## src/design/assert_macros.svh

```systemverilog
// Assertion macros used by the zmodem header receiver top level.
// Depends on nothing; included by files that carry concurrent assertions.
`ifndef ASSERT_MACROS_SVH
`define ASSERT_MACROS_SVH

// Same-cycle implication, disabled during reset.
`define ZHR_ASSERT_IMP(lbl, clk, rst_n, ante, cons) \
	lbl: assert property (@(posedge clk) disable iff (!rst_n) (ante) |-> (cons)) \
		else $error("assertion failed");

// Next-cycle implication, disabled during reset.
`define ZHR_ASSERT_NXT(lbl, clk, rst_n, ante, cons) \
	lbl: assert property (@(posedge clk) disable iff (!rst_n) (ante) |=> (cons)) \
		else $error("assertion failed");

`endif

```

## src/design/zhr_pkg.sv

```systemverilog
// Shared constants and types for the zmodem header receiver.
// Depends on nothing.
package zhr_pkg;

	localparam logic [7:0] ZPAD = 8'h2a;
	localparam logic [7:0] ZDLE = 8'h18;
	localparam logic [7:0] ZBIN = 8'h41;
	localparam logic [7:0] ZHEX = 8'h42;
	localparam logic [7:0] ZBIN32 = 8'h43;

	localparam logic [1:0] ST_OK = 2'd0;
	localparam logic [1:0] ST_CRC_ERR = 2'd1;
	localparam logic [1:0] ST_BAD_HEX = 2'd2;

	localparam logic [1:0] FMT_HEX = 2'd0;
	localparam logic [1:0] FMT_BIN16 = 2'd1;
	localparam logic [1:0] FMT_BIN32 = 2'd2;

	localparam logic [15:0] CRC16_POLY = 16'h1021;
	localparam logic [31:0] CRC32_POLY = 32'hedb88320;

	typedef struct packed {
		logic [1:0] status;
		logic [1:0] frame_format;
		logic [7:0] header_type;
		logic [31:0] header_data;
	} result_t;

endpackage

```

## src/design/zhr_input_reg.sv

```systemverilog
// Input register stage holding one received byte until the parser takes it.
// Depends on nothing.
module zhr_input_reg (
	input  logic       clk,
	input  logic       arst_n,
	input  logic [7:0] rx_byte,
	input  logic       in_valid,
	output logic       in_ready,
	input  logic       advance,
	output logic [7:0] byte_s1,
	output logic       valid_s1
);

	assign in_ready = !valid_s1 || advance;

	always_ff @(posedge clk or negedge arst_n) begin
		if (!arst_n) begin
			valid_s1 <= 1'b0;
		end else if (in_ready) begin
			valid_s1 <= in_valid;
		end
	end

	always_ff @(posedge clk) begin
		if (in_ready && in_valid) begin
			byte_s1 <= rx_byte;
		end
	end

endmodule

```

## src/design/zhr_crc_update.sv

```systemverilog
// Byte-wide update of the XMODEM CRC-16 and the reflected CRC-32.
// Depends on zhr_pkg for the polynomials.
module zhr_crc_update (
	input  logic [15:0] crc16,
	input  logic [31:0] crc32,
	input  logic [7:0]  value,
	output logic [15:0] crc16_next,
	output logic [31:0] crc32_next
);

	always_comb begin
		logic [15:0] c16;
		logic [31:0] c32;
		c16 = crc16 ^ {value, 8'h00};
		c32 = crc32 ^ {24'h000000, value};
		for (int k = 0; k < 8; k++) begin
			c16 = c16[15] ? ({c16[14:0], 1'b0} ^ zhr_pkg::CRC16_POLY) : {c16[14:0], 1'b0};
			c32 = c32[0] ? ({1'b0, c32[31:1]} ^ zhr_pkg::CRC32_POLY) : {1'b0, c32[31:1]};
		end
		crc16_next = c16;
		crc32_next = c32;
	end

endmodule

```

## src/design/zhr_parser.sv

```systemverilog
// Header parsing state machine: pad hunt, format select, byte decode and CRC check.
// Depends on zhr_pkg and zhr_crc_update.
module zhr_parser (
	input  logic              clk,
	input  logic              arst_n,
	input  logic              advance,
	input  logic [7:0]        byte_s1,
	output logic              res_valid,
	output zhr_pkg::result_t  res
);

	localparam logic [1:0] PH_HUNT = 2'd0;
	localparam logic [1:0] PH_PADS = 2'd1;
	localparam logic [1:0] PH_FORMAT = 2'd2;
	localparam logic [1:0] PH_BODY = 2'd3;

	logic [1:0]  phase_q, phase_d;
	logic [1:0]  pad_q, pad_d;
	logic [1:0]  fmt_q, fmt_d;
	logic [3:0]  index_q, index_d;
	logic        esc_q, esc_d;
	logic        hexhp_q, hexhp_d;
	logic [3:0]  nib_q, nib_d;
	logic [15:0] crc16_q, crc16_d;
	logic [31:0] crc32_q, crc32_d;
	logic [7:0]  type_q, type_d;
	logic [31:0] data_q, data_d;
	logic [31:0] rcrc_q, rcrc_d;

	logic        take;
	logic [7:0]  value;
	logic [15:0] crc16_upd;
	logic [31:0] crc32_upd;
	logic        hex_ok;
	logic [3:0]  hex_digit;

	zhr_crc_update u_crc (
		.crc16      (crc16_q),
		.crc32      (crc32_q),
		.value      (value),
		.crc16_next (crc16_upd),
		.crc32_next (crc32_upd)
	);

	always_comb begin
		hex_ok = 1'b0;
		hex_digit = byte_s1[3:0];
		if (byte_s1 >= 8'h30 && byte_s1 <= 8'h39) begin
			hex_ok = 1'b1;
		end else if (byte_s1 >= 8'h61 && byte_s1 <= 8'h66) begin
			hex_ok = 1'b1;
			hex_digit = byte_s1[3:0] + 4'd9;
		end
	end

	always_comb begin
		logic        wide;
		logic [3:0]  last;
		logic [31:0] ours;
		logic [3:0]  offs;
		wide = (fmt_q == zhr_pkg::FMT_BIN32);
		last = wide ? 4'd8 : 4'd6;
		offs = index_q - 4'd5;

		phase_d = phase_q;
		pad_d = pad_q;
		fmt_d = fmt_q;
		index_d = index_q;
		esc_d = esc_q;
		hexhp_d = hexhp_q;
		nib_d = nib_q;
		crc16_d = crc16_q;
		crc32_d = crc32_q;
		type_d = type_q;
		data_d = data_q;
		rcrc_d = rcrc_q;
		take = 1'b0;
		value = byte_s1;
		res_valid = 1'b0;
		res = '0;
		ours = '0;

		unique case (phase_q)
			PH_HUNT: begin
				if (byte_s1 == zhr_pkg::ZPAD) begin
					phase_d = PH_PADS;
					pad_d = 2'd1;
				end
			end
			PH_PADS: begin
				if (byte_s1 == zhr_pkg::ZPAD) begin
					if (pad_q != 2'd3) begin
						pad_d = pad_q + 2'd1;
					end
				end else if (byte_s1 == zhr_pkg::ZDLE) begin
					phase_d = PH_FORMAT;
				end else begin
					phase_d = PH_HUNT;
					pad_d = 2'd0;
				end
			end
			PH_FORMAT: begin
				priority if (byte_s1 == zhr_pkg::ZBIN || byte_s1 == zhr_pkg::ZBIN32
						|| (byte_s1 == zhr_pkg::ZHEX && pad_q >= 2'd2)) begin
					phase_d = PH_BODY;
					if (byte_s1 == zhr_pkg::ZBIN) begin
						fmt_d = zhr_pkg::FMT_BIN16;
					end else if (byte_s1 == zhr_pkg::ZBIN32) begin
						fmt_d = zhr_pkg::FMT_BIN32;
					end else begin
						fmt_d = zhr_pkg::FMT_HEX;
					end
					index_d = 4'd0;
					esc_d = 1'b0;
					hexhp_d = 1'b0;
					nib_d = 4'd0;
					crc16_d = 16'h0000;
					crc32_d = 32'hffffffff;
					type_d = 8'h00;
					data_d = 32'h0;
					rcrc_d = 32'h0;
				end else if (byte_s1 == zhr_pkg::ZPAD) begin
					phase_d = PH_PADS;
					pad_d = 2'd1;
				end else begin
					phase_d = PH_HUNT;
					pad_d = 2'd0;
				end
			end
			PH_BODY: begin
				if (fmt_q == zhr_pkg::FMT_HEX) begin
					if (!hex_ok) begin
						hexhp_d = 1'b0;
						res_valid = 1'b1;
						res.status = zhr_pkg::ST_BAD_HEX;
						res.frame_format = zhr_pkg::FMT_HEX;
						phase_d = PH_HUNT;
						pad_d = 2'd0;
					end else if (!hexhp_q) begin
						nib_d = hex_digit;
						hexhp_d = 1'b1;
					end else begin
						hexhp_d = 1'b0;
						take = 1'b1;
						value = {nib_q, hex_digit};
					end
				end else if (esc_q) begin
					esc_d = 1'b0;
					take = 1'b1;
					value = ((byte_s1 & 8'h60) == 8'h40) ? (byte_s1 & 8'hbf) : byte_s1;
				end else if (byte_s1 == zhr_pkg::ZDLE) begin
					esc_d = 1'b1;
				end else begin
					take = 1'b1;
				end

				if (take) begin
					if (index_q == 4'd0) begin
						type_d = value;
					end else if (index_q <= 4'd4) begin
						unique case (index_q[1:0])
							2'd1: data_d[7:0] = value;
							2'd2: data_d[15:8] = value;
							2'd3: data_d[23:16] = value;
							2'd0: data_d[31:24] = value;
						endcase
					end
					if (index_q <= 4'd4) begin
						crc16_d = crc16_upd;
						crc32_d = crc32_upd;
					end else if (wide) begin
						unique case (offs[1:0])
							2'd0: rcrc_d[7:0] = rcrc_q[7:0] | value;
							2'd1: rcrc_d[15:8] = rcrc_q[15:8] | value;
							2'd2: rcrc_d[23:16] = rcrc_q[23:16] | value;
							2'd3: rcrc_d[31:24] = rcrc_q[31:24] | value;
						endcase
					end else begin
						rcrc_d = {16'h0000, rcrc_q[7:0], value};
					end
					index_d = index_q + 4'd1;
					if (index_q >= last) begin
						ours = wide ? ~crc32_q : {16'h0000, crc16_q};
						res_valid = 1'b1;
						res.status = (ours == rcrc_d) ? zhr_pkg::ST_OK : zhr_pkg::ST_CRC_ERR;
						res.frame_format = fmt_q;
						res.header_type = type_d;
						res.header_data = data_d;
						phase_d = PH_HUNT;
						pad_d = 2'd0;
					end
				end
			end
		endcase
	end

	always_ff @(posedge clk or negedge arst_n) begin
		if (!arst_n) begin
			phase_q <= PH_HUNT;
			pad_q <= 2'd0;
			fmt_q <= zhr_pkg::FMT_HEX;
			index_q <= 4'd0;
			esc_q <= 1'b0;
			hexhp_q <= 1'b0;
			nib_q <= 4'd0;
			crc16_q <= 16'h0000;
			crc32_q <= 32'hffffffff;
			type_q <= 8'h00;
			data_q <= 32'h0;
			rcrc_q <= 32'h0;
		end else if (advance) begin
			phase_q <= phase_d;
			pad_q <= pad_d;
			fmt_q <= fmt_d;
			index_q <= index_d;
			esc_q <= esc_d;
			hexhp_q <= hexhp_d;
			nib_q <= nib_d;
			crc16_q <= crc16_d;
			crc32_q <= crc32_d;
			type_q <= type_d;
			data_q <= data_d;
			rcrc_q <= rcrc_d;
		end
	end

endmodule

```

## src/design/zmodem_header_receiver.sv

```systemverilog
// Top level of the zmodem header receiver: input register, parser, result register.
// Depends on zhr_pkg, zhr_input_reg, zhr_parser and assert_macros.svh.

// The receiver takes one serial byte per clock cycle and reports one result per
// decoded frame header: a good header, a CRC mismatch or a bad hex digit. A byte
// is first held in an input register; the parser then decodes it from there,
// updates the CRC a whole byte at a time and, at the last CRC byte or at a bad
// hex digit, loads the result register, which offers the result once the final
// byte has passed the input register and the parser. Throughput is one byte per
// cycle while results are taken; a result left waiting holds the parser, and
// then at most one more byte is taken into the input register.
`include "assert_macros.svh"

module zmodem_header_receiver (
	input  logic        clk,
	input  logic        arst_n,
	input  logic [7:0]  rx_byte,
	input  logic        in_valid,
	output logic        in_ready,
	output logic [1:0]  status,
	output logic [1:0]  frame_format,
	output logic [7:0]  header_type,
	output logic [31:0] header_data,
	output logic        out_valid,
	input  logic        out_ready
);

	logic             advance;
	logic [7:0]       byte_s1;
	logic             valid_s1;
	logic             res_valid;
	zhr_pkg::result_t res;
	zhr_pkg::result_t res_q;
	logic             out_valid_q;
	logic             bad_hex_out;
	logic             bad_hex_clear;

	assign advance = valid_s1 && (!out_valid_q || out_ready);

	zhr_input_reg u_input (
		.clk      (clk),
		.arst_n   (arst_n),
		.rx_byte  (rx_byte),
		.in_valid (in_valid),
		.in_ready (in_ready),
		.advance  (advance),
		.byte_s1  (byte_s1),
		.valid_s1 (valid_s1)
	);

	zhr_parser u_parser (
		.clk       (clk),
		.arst_n    (arst_n),
		.advance   (advance),
		.byte_s1   (byte_s1),
		.res_valid (res_valid),
		.res       (res)
	);

	always_ff @(posedge clk or negedge arst_n) begin
		if (!arst_n) begin
			out_valid_q <= 1'b0;
		end else if (advance) begin
			out_valid_q <= res_valid;
		end else if (out_ready) begin
			out_valid_q <= 1'b0;
		end
	end

	always_ff @(posedge clk) begin
		if (advance && res_valid) begin
			res_q <= res;
		end
	end

	assign out_valid = out_valid_q;
	assign status = res_q.status;
	assign frame_format = res_q.frame_format;
	assign header_type = res_q.header_type;
	assign header_data = res_q.header_data;

	assign bad_hex_out = out_valid && status == zhr_pkg::ST_BAD_HEX;
	assign bad_hex_clear = frame_format == zhr_pkg::FMT_HEX && header_type == 8'h00
		&& header_data == 32'h0;

	`ZHR_ASSERT_NXT(a_accept_loads_s1, clk, arst_n, in_valid && in_ready, valid_s1)
	`ZHR_ASSERT_IMP(a_empty_s1_ready, clk, arst_n, !valid_s1, in_ready)
	`ZHR_ASSERT_IMP(a_bad_hex_clean, clk, arst_n, bad_hex_out, bad_hex_clear)
	`ZHR_ASSERT_IMP(a_status_legal, clk, arst_n, out_valid, status != 2'd3 && frame_format != 2'd3)

endmodule
```

## config.mk

```make
export PLATFORM = sky130hd
export DESIGN_NAME = zmodem_header_receiver
export DESIGN_NICKNAME = d
export VERILOG_FILES = /design/src/design/zhr_pkg.sv /design/src/design/zhr_input_reg.sv /design/src/design/zhr_crc_update.sv /design/src/design/zhr_parser.sv /design/src/design/zmodem_header_receiver.sv
export VERILOG_INCLUDE_DIRS = /design/src /design/src/design
export SDC_FILE = /design/constraint.sdc
export NUM_CORES = 1
export LEC_CHECK = 0
export ABC_AREA = 1
export BUFFER_PORTS_ARGS = -buffer_cell sky130_fd_sc_hd__buf_2
export CAP_MARGIN = 20
export CELL_PAD_IN_SITES_DETAIL_PLACEMENT = 0
export CELL_PAD_IN_SITES_GLOBAL_PLACEMENT = 1
export CORE_UTILIZATION = 23
export CTS_BUF_LIST = sky130_fd_sc_hd__clkbuf_16
export CTS_CLUSTER_DIAMETER = 150
export DETAILED_ROUTE_END_ITERATION = 6
export GPL_TIMING_DRIVEN = 0
export PLACE_DENSITY = 0.48
export SLEW_MARGIN = 30
export SYNTH_ARGS = -nofsm -noshare
export SYNTH_HDL_FRONTEND = slang
export SYNTH_SLANG_ARGS = --single-unit
export TNS_END_PERCENT = 50
```

## constraint.sdc

```tcl
create_clock -name clk -period 5.6 [get_ports clk]
set_input_delay 0.56 -clock clk [delete_from_list [all_inputs] [get_ports clk]]
set_output_delay 0.56 -clock clk [all_outputs]
set_load 0.05 [all_outputs]
```

==> run summary, run 1 <==
Leakage power -> 5.71 nW
Synth cell count leaders -> nand2_1, inv_1, nor2_1
Total GRT Usage -> 17.2%
Max cap viols -> 0
Power Density -> 527 nW/um^2
Required @ worst endpoint -> 5.78 ns
Initial core utilization -> 23.5%
Non-Filler Instances -> 2118
Core ar. -> 46900 um^2
Final period utilization -> 67.7%
Mapped Cells -> 1418
Final hold viol count -> 0
IO Pins -> 58
CP Capture Type -> flip-flop
Layout overhead on the synthesized area -> 15.6%
Nets -> 1524
Synth Warn # -> 0
Vias in the first global route -> 9381
Post-synth top area cell -> dfrtp_1
Slew Limit Fails -> 0
Post-synthesis sequential area ratio -> 46.0%
Overflow after GRT -> 0
N_diodes -> 0
Violated checks -> DRC
Final Setup Violations -> 0
Clock latency on the worst-skew pair -> 0.47 ns
Dpl hpwl -> 29700 um
CP max stage cell -> clkbuf_1
Initial DRC count -> 688
# port buffers -> 57
Peak Freq -> 264 MHz
Flop and latch count out of synthesis -> 190
Fraction of layout cells with a size suffix above 1 -> 13.4%
Top FF cell, synth -> dfrtp_1
Clk slew on worst S/H paths -> 0.08 ns
Most used cell along the critical path -> nor2_1
Detail Route Antenna Nets -> 0
Final WL -> 40000 um
Unique masters post-synth -> 47
Clk root buf -> clkbuf_16
Worst path arrival time -> 3.98 ns
CTS Buffer Depth -> 2
Post-CTS setup buffer count -> 0
Crit start category -> flip-flop
Tmin final -> 3.79 ns
Slew margin rel. -> 42.8%
WP buf/inv -> 7
Measured slew at the worst slew-check pin -> 0.859 ns
Drt first pass iters -> 7
Synthesized cell area -> 11000 um^2
Max H-tree Level -> 4
Clk sinks -> 190
Final Util -> 27.1%
Final WS setup -> 1.81 ns
Count leader, synth -> nand2_1
Syn_area_per_cell -> 7.76 um^2
Finished Cell Area -> 12700 um^2
Max VDD drop -> 194 uV
Hold buffers post-CTS -> 1
Remaining design rule violation count -> 9
Die Span X -> 221 um
Antenna violations before repair -> 0
Cts bufs inserted -> 17
Number of synthesized flops with an enable pin -> 52
Post-synthesis xor/xnor area fraction -> 4.57%
Placed cells -> 2085
Ys async rst share -> 72.6%
Crit path max-delay family -> buffers and inverters
Simple-gate share of the synthesized area -> 25.8%
Largest family of logic cells by synthesized area -> simple AND/OR/NAND/NOR gates
Mux share of post-synthesis cell area -> 0%
Max Fanout on Critical Path -> 11
Die area -> 48700 um^2
Worst Clk Skew -> 0.0143 ns
Vert. Die Dim -> 221 um
Largest net degree at the start of global routing -> 65
Routed length per instance -> 18.9 um
Cells taking the most area after synthesis -> dfrtp_1, edfxtp_1, nand2_1
WS Path Type -> reg -> reg
CTS tree -> yes
Synth top area share -> 24.1%
Hold crit path type -> in -> reg
Dpl ws -> 1.75 ns
Synth Area in Compound Gates -> 14.2%
CTS resizes -> 0
Max incr delay on CP -> 0.54 ns
Net Count, Synth -> 1444
First-pass GRT wire length -> 61100 um
Vias per cell -> 4.50
Status -> finished, violations left
DP Area -> 12100 um^2
RSZ-0062 raised after global routing -> false
Pwr Total -> 6.70 mW
Routed vias -> 9525
GP Congestion -> 0.790
Rows -> 79
Post-Synth Adder-Cell Area -> 1.59%
Cells along the critical path -> inv_1 -> nor2_1 -> inv_1 -> clkbuf_1 -> clkbuf_1 -> ha_1 -> nand2_1 -> nand2_1 -> a21o_1 -> a21oi_1 -> nor2_1 -> inv_1 -> nor2_1 -> clkinv_1 -> clkbuf_1 -> nor2_1
[worst register-to-register path, cell delays in order, from the launching register on]
cell      delay [ns]
dfrtp_1         0.38
inv_1           0.09
nor2_1          0.12
inv_1           0.09
clkbuf_1        0.50
clkbuf_1        0.55
ha_1            0.35
nand2_1         0.06
nand2_1         0.04
a21o_1          0.14
a21oi_1         0.13
nor2_1          0.06
inv_1           0.09
nor2_1          0.06
clkinv_1        0.28
clkbuf_1        0.43
nor2_1          0.13
[metal layers]
metal	wire [um]	part of all wire (%)	track usage, %
met5	0	0	0
met1	19600	49	23.9
met4	491	1.2	3.65
met3	1260	3.2	2.87
met2	18700	47	27.9
[stage by stage]
step,setup TNS [ns],hold slack (ns)
floorplan,0,0.264
global placement,-8.09,0.463
detailed placement,0,0.397
CTS,0,0.243
global route,0,0.241
finish,0,0.273
[report_power, final]
| part | internal [mW] | switching, mW |
|---|---|---|
| clock | 0.585 | 0.629 |
| sequential | 1.87 | 0.283 |
| combinational | 1.01 | 2.32 |
[sequential cells by signal, indices dropped and copies added (netlist names)]
register,flops
u_parser.type_q,8
u_input.valid_s1,1
u_parser.data_q,32
u_parser.hexhp_q,1
u_parser.rcrc_q,32
u_parser.crc16_q,16
u_parser.crc32_q,32
status,2
u_parser.pad_q,2
header_type,8
u_parser.phase_q,2
u_parser.esc_q,1
out_valid,1
u_parser.index_q,4
u_input.byte_s1,8
u_parser.fmt_q,2
frame_format,2
u_parser.nib_q,4
header_data,32
[area by class of cell]
cell class | instances | area [um^2]
fillers | 5148 | 34100
multi-input cells | 1006 | 5090
inverters | 172 | 652
clock inverters | 15 | 131
clock buffers | 17 | 425
well taps | 607 | 759
plain buffers | 50 | 216
flip-flops and latches | 190 | 5050
repair buffers | 61 | 388
[final timing paths]
check | start | endpoint | slack, ns | cells after the start
max reg2reg | u_parser.fmt_q[1] | header_data[29] | 1.81 | 16
max | u_parser.fmt_q[1] | header_data[29] | 1.81 | 16
min in group asynchronous | arst_n | u_parser.data_q[9] | 0.50 | 2
min | rx_byte[4] | u_input.byte_s1[4] | 0.27 | 1
max in group asynchronous | arst_n | u_parser.crc32_q[30] | 4.11 | 4
min reg2reg | u_parser.data_q[27] | u_parser.data_q[27] | 0.48 | 2
[cell usage in the layout, fill, tap and decap left out, types with 9 or more instances in the layout]
| cell | instances |
|---|---|
| ha_1 | 14 |
| nand2_4 | 10 |
| nand3_1 | 83 |
| a21oi_1 | 40 |
| inv_1 | 162 |
| dfstp_2 | 32 |
| nand2_2 | 30 |
| clkbuf_16 | 17 |
| o22ai_1 | 65 |
| edfxtp_1 | 52 |
| clkbuf_1 | 36 |
| nand2_1 | 360 |
| o21ai_1 | 10 |
| dfrtp_1 | 106 |
| xor2_1 | 41 |
| xnor2_1 | 9 |
| nor2_1 | 142 |
| buf_2 | 64 |
| o21ai_0 | 139 |
[logic make-up after synthesis]
| group | after synthesis |
|---|---|
| simple gates | 658 |
| compound gates | 280 |
| buf+inv | 222 |
| flops | 190 |
| xor+xnor | 54 |
| fa+ha+maj | 14 |
No activity file was read; power rests on OpenSTA's default activity.
==> run 2, diff against run 1 <==
--- a/config.mk
+++ b/config.mk
@@ -16,7 +16,7 @@
 export CTS_CLUSTER_DIAMETER = 150
 export DETAILED_ROUTE_END_ITERATION = 6
 export GPL_TIMING_DRIVEN = 0
-export PLACE_DENSITY = 0.48
+export PLACE_DENSITY = 0.49
 export SLEW_MARGIN = 30
 export SYNTH_ARGS = -nofsm -noshare
 export SYNTH_HDL_FRONTEND = slang
==> constraint.sdc (replaced) <==
create_clock -name clk -period 3.22 [get_ports clk]
set_input_delay 0.322 -clock clk [delete_from_list [all_inputs] [get_ports clk]]
set_output_delay 0.322 -clock clk [all_outputs]
set_load 0.05 [all_outputs]
==> run 2 against run 1 <==
Compared with the run above: the flow still finishes with violations (DRC); non-clock buffer count increased by 20; fmax rose by 24%; count of clock-buffer cells in the layout unchanged.
==> run summary, run 2 (same netlist as run 1, synthesis figures left out) <==
CP Capture Type -> flip-flop
Vert. Die Dim -> 221 um (unchanged)
Top sig layer -> met4
First-pass GRT wire length -> 61200 um (about the same)
Overflow after GRT -> 0 (unchanged)
Final Util -> 28.0% (+0.88 points)
# port buffers -> 57 (unchanged)
Pwr Total -> 12.0 mW (+79%)
Final period utilization -> 95.1% (+27 points)
Antenna violations before repair -> 0 (unchanged)
Status -> finished, violations left
CTS Buffer Depth -> 2 (unchanged)
Fraction of layout cells with a size suffix above 1 -> 17.4% (+4.0 points)
Max H-tree Level -> 4 (unchanged)
Vias per cell -> 4.53 (+0.64%)
Placed cells -> 2086 (+0.048%)
RSZ-0062 raised after global routing -> true
Met3 wire length -> 1310 um (+3.6%)
N_diodes -> 0 (unchanged)
Rows -> 79 (unchanged)
Final Setup Violations -> 0 (unchanged)
Crit path max-delay family -> simple AND/OR/NAND/NOR gates
Cts bufs inserted -> 17 (unchanged)
Final WS setup -> 0.159 ns (-1.65 ns)
Remaining design rule violation count -> 7 (-2)
Final hold viol count -> 0 (unchanged)
Final WL -> 40100 um (+0.17%)
Sum Neg Setup Slack -> 0 ns (unchanged)
Routed vias -> 9676 (+1.6%)
GP Congestion -> 0.832 (+5.3%)
Highest-count cells in the layout ignoring fill and taps -> nand2_1, inv_1, nor2_1
Detail Route Antenna Nets -> 0 (unchanged)
Total GRT Usage -> 17.2% (-0.038 points)
Most common cell after layout, fill and taps aside -> nand2_1
Crit start category -> flip-flop
Largest net degree at the start of global routing -> 73 (+12%)
Max VDD drop -> 347 uV (+78%)
Worst path arrival time -> 3.28 ns (-0.70 ns)
Slew margin rel. -> 45.0% (+2.2 points)
Clk sinks -> 190 (unchanged)
Required @ worst endpoint -> 3.44 ns (-2.34 ns)
Clock latency on the worst-skew pair -> 0.47 ns (about the same)
Peak Freq -> 327 MHz (+24%)
Routed length per instance -> 18.8 um (-0.77%)
Core ar. -> 46900 um^2 (unchanged)
Clk root buf -> clkbuf_16
Die area -> 48700 um^2 (unchanged)
Cells along the critical path -> ha_1 -> inv_1 -> nand3_1 -> nand2_2 -> inv_2 -> nand2_4 -> nand2_4 -> nand3_4 -> clkinv_4 -> nand2_2 -> nand2_4 -> o21ai_1 -> nand2_1 -> nand2_1 -> o21ai_0 -> nor2_1 -> nand2_1 -> nor2_1 -> nand2_1 -> nor2_2 -> nor2_1
IO Pins -> 58 (unchanged)
Most used cell along the critical path -> nand2_1
Clk slew on worst S/H paths -> 0.08 ns (about the same)
WP buf/inv -> 3 (-4)
Leakage power -> 5.89 nW (+3.2%)
CTS tree -> yes
Power Density -> 912 nW/um^2 (+73%)
Routed length on met2 -> 18800 um (+0.99%)
Max cap viols -> 0 (unchanged)
WS Path Type -> reg -> reg
Non-Filler Instances -> 2138 (+0.94%)
Tmin final -> 3.06 ns (-0.730 ns)
Drt first pass iters -> 7 (unchanged)
Worst Clk Skew -> 0.0140 ns (-0.000295 ns)
Max incr delay on CP -> 0.47 ns (-0.07 ns)
Max Fanout on Critical Path -> 9 (-2)
Vias in the first global route -> 9531 (+1.6%)
Hold crit path type -> in -> reg
Violated checks -> DRC
Die Span X -> 221 um (unchanged)
Wl on met1 -> 19600 um (-0.21%)
Dpl hpwl -> 29200 um (-1.5%)
Initial core utilization -> 23.5% (unchanged)
Nets -> 1544 (+1.3%)
Measured slew at the worst slew-check pin -> 0.825 ns (-0.0336 ns)
Layout overhead on the synthesized area -> 19.3%
CP max stage cell -> edfxtp_1
Slew Limit Fails -> 0 (unchanged)
Initial DRC count -> 805 (+17%)
Dpl ws -> -0.663 ns (-2.41 ns)
-- run 2: power breakdown --
part	total [mW]	leakage [nW]	internal (mW)	switching, mW
Combinational	6.09	3.40	1.93	4.17
Clock	2.12	0.274	1.07	1.06
Sequential	3.75	2.22	3.25	0.504
Total	12.0	5.89	6.24	5.73
-- run 2: area by class of cell --
| class | count | area [um^2] |
|---|---|---|
| repair buffers | 81 | 558 |
| multi-input cells | 1006 | 5320 |
| plain buffers | 50 | 238 |
| fillers | 5156 | 33700 |
| inverters | 172 | 653 |
| clock inverters | 15 | 124 |
| flip-flops and latches | 190 | 5050 |
| clock buffers | 17 | 425 |
| well taps | 607 | 759 |
-- run 2: routing by layer --
metal / up-vias / global-route usage, %
met5: - / 0
met4: 0 / 3.63
met3: 19 / 2.69
met2: 162 / 28.3
met1: 4646 / 23.6
li1: 4849 / -
-- run 2: metrics by stage --
step | hold WS, ns | instance area [um^2]
floorplan | 0.0264 | 11000
global placement | 0.462 | 12100
detailed placement | 0.350 | 12200
CTS | 0.00113 | 12900
global route | 0.0141 | 13100
finish | 0.0340 | 13100
-- run 2: repair_timing --
action | in CTS | in global routing
hold buffers | 1 | 0
setup endpoints to repair | 166 | 147
hold endpoints to repair | 71 | 0
buffers inserted | 5 | 14
pin swaps | 1 | 6
gates resized for setup | 39 | 46
-- run 2: path summary, 6_finish.rpt --
check / cells past startpoint / slack (ns) / to / startpoint
max: 21 / 0.16 / status[0] / u_input.byte_s1[0]
min: 1 / 0.03 / u_input.byte_s1[5] / rx_byte[5]
max reg2reg: 21 / 0.16 / status[0] / u_input.byte_s1[0]
min reg2reg: 2 / 0.48 / u_parser.data_q[3] / u_parser.data_q[3]
max in group asynchronous: 4 / 2.02 / u_parser.crc32_q[22] / arst_n
min in group asynchronous: 3 / 0.41 / u_parser.data_q[15] / arst_n
==> run 3, diff against run 2 <==
--- a/config.mk
+++ b/config.mk
@@ -6,7 +6,6 @@
 export SDC_FILE = /design/constraint.sdc
 export NUM_CORES = 1
 export LEC_CHECK = 0
-export ABC_AREA = 1
 export BUFFER_PORTS_ARGS = -buffer_cell sky130_fd_sc_hd__buf_2
 export CAP_MARGIN = 20
 export CELL_PAD_IN_SITES_DETAIL_PLACEMENT = 0
@@ -16,7 +15,7 @@
 export CTS_CLUSTER_DIAMETER = 150
 export DETAILED_ROUTE_END_ITERATION = 6
 export GPL_TIMING_DRIVEN = 0
-export PLACE_DENSITY = 0.49
+export PLACE_DENSITY = 0.48
 export SLEW_MARGIN = 30
 export SYNTH_ARGS = -nofsm -noshare
 export SYNTH_HDL_FRONTEND = slang
==> run 3 against run 2 <==
Compared with the run above: the flow finishes with violations (setup timing); clock skew hardly changed; worst hold slack better by 0.069 ns; die area is 2.9% lower; critical endpoint unchanged; register-to-register slack worse by 0.35 ns; cell area is 9.0% higher; first-iteration DRC count is 27% lower; sequential power is 29% lower; synthesized area is 2.9% lower; combinational power is 79% lower; highest routed layer is now met5; routed wire length is 5.7% higher; fmax is 10% lower.
==> run summary, run 3 <==
Internal power component -> 4.25 mW (-32%)
Peak Freq -> 293 MHz (-10%)
Syn_area_per_cell -> 9.67 um^2 (+25%)
Comb power frac -> 21.4% (-30 points)
Vias per cell -> 4.81 (+6.3%)
Vert. Die Dim -> 217 um (-1.5%)
Post-synth top area cell -> dfrtp_1
Vias in the first global route -> 9253 (-2.9%)
N_diodes -> 0 (unchanged)
Tmin final -> 3.41 ns (+0.349 ns)
Max VDD drop -> 273 uV (-21%)
Slew margin rel. -> 43.5% (-1.5 points)
Clk sinks -> 190 (unchanged)
Power Density -> 424 nW/um^2 (-53%)
Synth top area share -> 24.8% (+0.72 points)
Synthesized cell area -> 10700 um^2 (-2.9%)
Psw -> 1.82 mW (-68%)
Max H-tree Level -> 4 (unchanged)
Total GRT Usage -> 18.5% (+1.3 points)
Placed cells -> 1763 (-15%)
Violated checks -> setup timing
Hold crit path type -> in -> reg
Mapped Cells -> 1105 (-22%)
Initial DRC count -> 588 (-27%)
Cells taking the most area after synthesis -> dfrtp_1, edfxtp_1, dfstp_2
Cts bufs inserted -> 17 (unchanged)
Rows -> 78 (-1.3%)
# port buffers -> 57 (unchanged)
Fraction of layout cells with a size suffix above 1 -> 29.1% (+12 points)
Clk pwr share -> 35.0% (+17 points)
Synth Warn # -> 0 (unchanged)
Filler instances -> 4773 (-7.4%)
Non-Filler Instances -> 1901 (-11%)
Dpl hpwl -> 29900 um (+2.3%)
Top FF cell, synth -> dfrtp_1
Most used cell along the critical path -> buf_4
Clk slew on worst S/H paths -> 0.08 ns (about the same)
Final hold viol count -> 0 (unchanged)
CTS Buffer Depth -> 2 (unchanged)
Die Span X -> 217 um (-1.5%)
Unique masters post-synth -> 78 (+66%)
Switching share of power -> 30.0% (-18 points)
Most common cell after layout, fill and taps aside -> nor2_1
R2R setup slack -> -0.19 ns (-0.35 ns)
Clock latency on the worst-skew pair -> 0.51 ns (+0.04 ns)
Drt first pass iters -> 6 (-1)
CP Capture Type -> flip-flop
Worst Clk Skew -> 0.0145 ns (+0.000492 ns)
Max Fanout on Critical Path -> 4 (-5)
RSZ-0062 raised after global routing -> true
Core ar. -> 45600 um^2 (-2.7%)
Sum Neg Setup Slack -> -0.381 ns (-0.381 ns)
CP max stage cell -> edfxtp_1
Detail Route Antenna Nets -> 0 (unchanged)
Required @ worst endpoint -> 3.45 ns (about the same)
Crit start category -> flip-flop
Flop and latch count out of synthesis -> 190 (unchanged)
Count leader, synth -> nor2_1
Overflow after GRT -> 0 (unchanged)
Highest-count cells in the layout ignoring fill and taps -> nor2_1, nand2_1, dfrtp_1
Final period utilization -> 106% (+11 points)
Layout overhead on the synthesized area -> 34.0%
Post-synthesis sequential area ratio -> 47.3% (+1.4 points)
Clk root buf -> clkbuf_16
Antenna violations before repair -> 1 (+1)
Routed vias -> 9145 (-5.5%)
Slew Limit Fails -> 0 (unchanged)
IO Pins -> 58 (unchanged)
WS Path Type -> reg -> reg
Routed length per instance -> 22.3 um (+19%)
Final WL -> 42400 um (+5.7%)
CTS tree -> yes
GP Congestion -> 0.880 (+5.8%)
Number of synthesized flops with an enable pin -> 52 (unchanged)
Max cap viols -> 0 (unchanged)
Worst path arrival time -> 3.63 ns (+0.35 ns)
Net Count, Synth -> 1131 (-22%)
Synth cell count leaders -> nor2_1, nand2_1, dfrtp_1
Initial core utilization -> 23.4% (-0.045 points)
Final WS setup -> -0.190 ns (-0.349 ns)
First-pass GRT wire length -> 63100 um (+3.1%)
Remaining design rule violation count -> 0 (-7)
Final Setup Violations -> 7 (+7)
Nets -> 1315 (-15%)
Largest net degree at the start of global routing -> 76 (+4.1%)
Leakage power -> 5.72 nW (-2.8%)
Die area -> 47300 um^2 (-2.9%)
Measured slew at the worst slew-check pin -> 0.847 ns (+0.0222 ns)
Pwr Total -> 6.07 mW (-49%)
Ys async rst share -> 72.6% (unchanged)
Status -> finished, violations left
Max incr delay on CP -> 0.40 ns (-0.07 ns)
Cells along the critical path -> inv_2 -> ha_4 -> nor3b_4 -> buf_4 -> buf_4 -> nor4b_4 -> nand4_1 -> buf_6 -> xor2_1 -> o21ai_1 -> mux2i_1 -> o2bb2ai_2 -> nor4_4 -> a31oi_4
Seq pwr share -> 43.6% (+12 points)
## run 3: cell types whose count changed after synthesis, moves of 18 or more
cell / change
a21oi_1: +29
nand2_1: -245
o21ai_0: -53
a22o_1: +21
nand3_1: -64
xnor2_1: +71
mux2i_1: +21
clkbuf_1: +18
a211oi_1: +40
o22ai_1: -61
inv_1: -144
nand2_2: -30
## run 3: kinds of logic after synthesis
kind of cell | after synthesis | synth area share, %
AND/OR/NAND/NOR | 363 | 15.7
buffers and inverters | 78 | 2.79
multiplexers | 24 | 2.28
flip-flops | 190 | 47.3
AO/OA/AOI/OAI | 314 | 19.0
XOR/XNOR | 122 | 11.2
adder cells (fa/ha/maj) | 14 | 1.64
## run 3: critical path: cells and delay by family, from the launching register on
family / cells / cell delay (ns)
AO/OA/AOI/OAI: 3 / 0.65
XOR/XNOR: 1 / 0.15
adder cells (fa/ha/maj): 1 / 0.16
buffers and inverters: 4 / 0.54
flip-flops: 1 / 0.40
multiplexers: 1 / 0.28
AND/OR/NAND/NOR: 4 / 0.94
## run 3: layer usage
| metal | global-route usage, % | wire length, um | up-vias | share of wire [%] |
|---|---|---|---|---|
| met5 | 0 | 13 | - | 0.031 |
| li1 | - | - | 4349 | - |
| met2 | 29.8 | 19900 | 203 | 47 |
| met1 | 24.7 | 19700 | 4537 | 46 |
| met4 | 6.06 | 1010 | 2 | 2.4 |
| met3 | 3.70 | 1730 | 54 | 4.1 |
## run 3: power groups by stage
stage	clock network, mW	logic, mW	registers (mW)
global route	2.27	1.39	2.65
global placement	0	0.922	2.69
finish	2.13	1.30	2.65
CTS	2.20	1.13	2.64
detailed placement	0	0.922	2.69
floorplan	0	0.672	2.64
## run 3: stage by stage
| step | utilization, % | setup WS [ns] | area (um^2) | hold slack (ns) |
|---|---|---|---|---|
| 2_1_floorplan | - | -0.126 | 10700 | 0.0264 |
| 3_3_place_gp | 25.8 | -1.53 | 11700 | 0.454 |
| 3_5_place_dp | 25.9 | -1.56 | 11800 | 0.335 |
| 4_1_cts | 30.1 | -0.201 | 13700 | 0.0756 |
| 5_1_grt | 31.4 | -0.361 | 14300 | 0.153 |
| 6_report | 31.4 | -0.190 | 14300 | 0.103 |
## run 3: repair_timing
item	4_1_cts	5_1_grt
cloned	3	0
resized for setup	173	67
hold buffers	10	0
hold endpoints to repair	41	0
endpoints found under the setup margin	220	196
pin swaps	33	33
buffers inserted	63	36
## run 3: path summary, 6_finish.rpt
path / start / to / cells past startpoint
min in group asynchronous: arst_n / u_parser.rcrc_q[17] / 2
worst min-delay path: out_ready / out_valid / 3
worst min register to register: u_parser.data_q[5] / u_parser.data_q[5] / 2
worst max-delay path: u_input.byte_s1[1] / status[0] / 14
max in group asynchronous: arst_n / u_parser.data_q[20] / 3
worst max register to register: u_input.byte_s1[1] / status[0] / 14
## run 3: final cells by class
cell class	instances	area, um^2	share of cell area [%]
Multi-Input combinational cell	837	6240	43.6
Sequential cell	190	5050	35.3
Timing Repair Buffer	164	1280	8.94
Tap cell	600	751	5.25
Clock buffer	17	425	2.97
Buffer	58	344	2.40
Clock inverter	14	119	0.831
Inverter	18	71.3	0.498
Timing Repair inverter	3	22.5	0.157
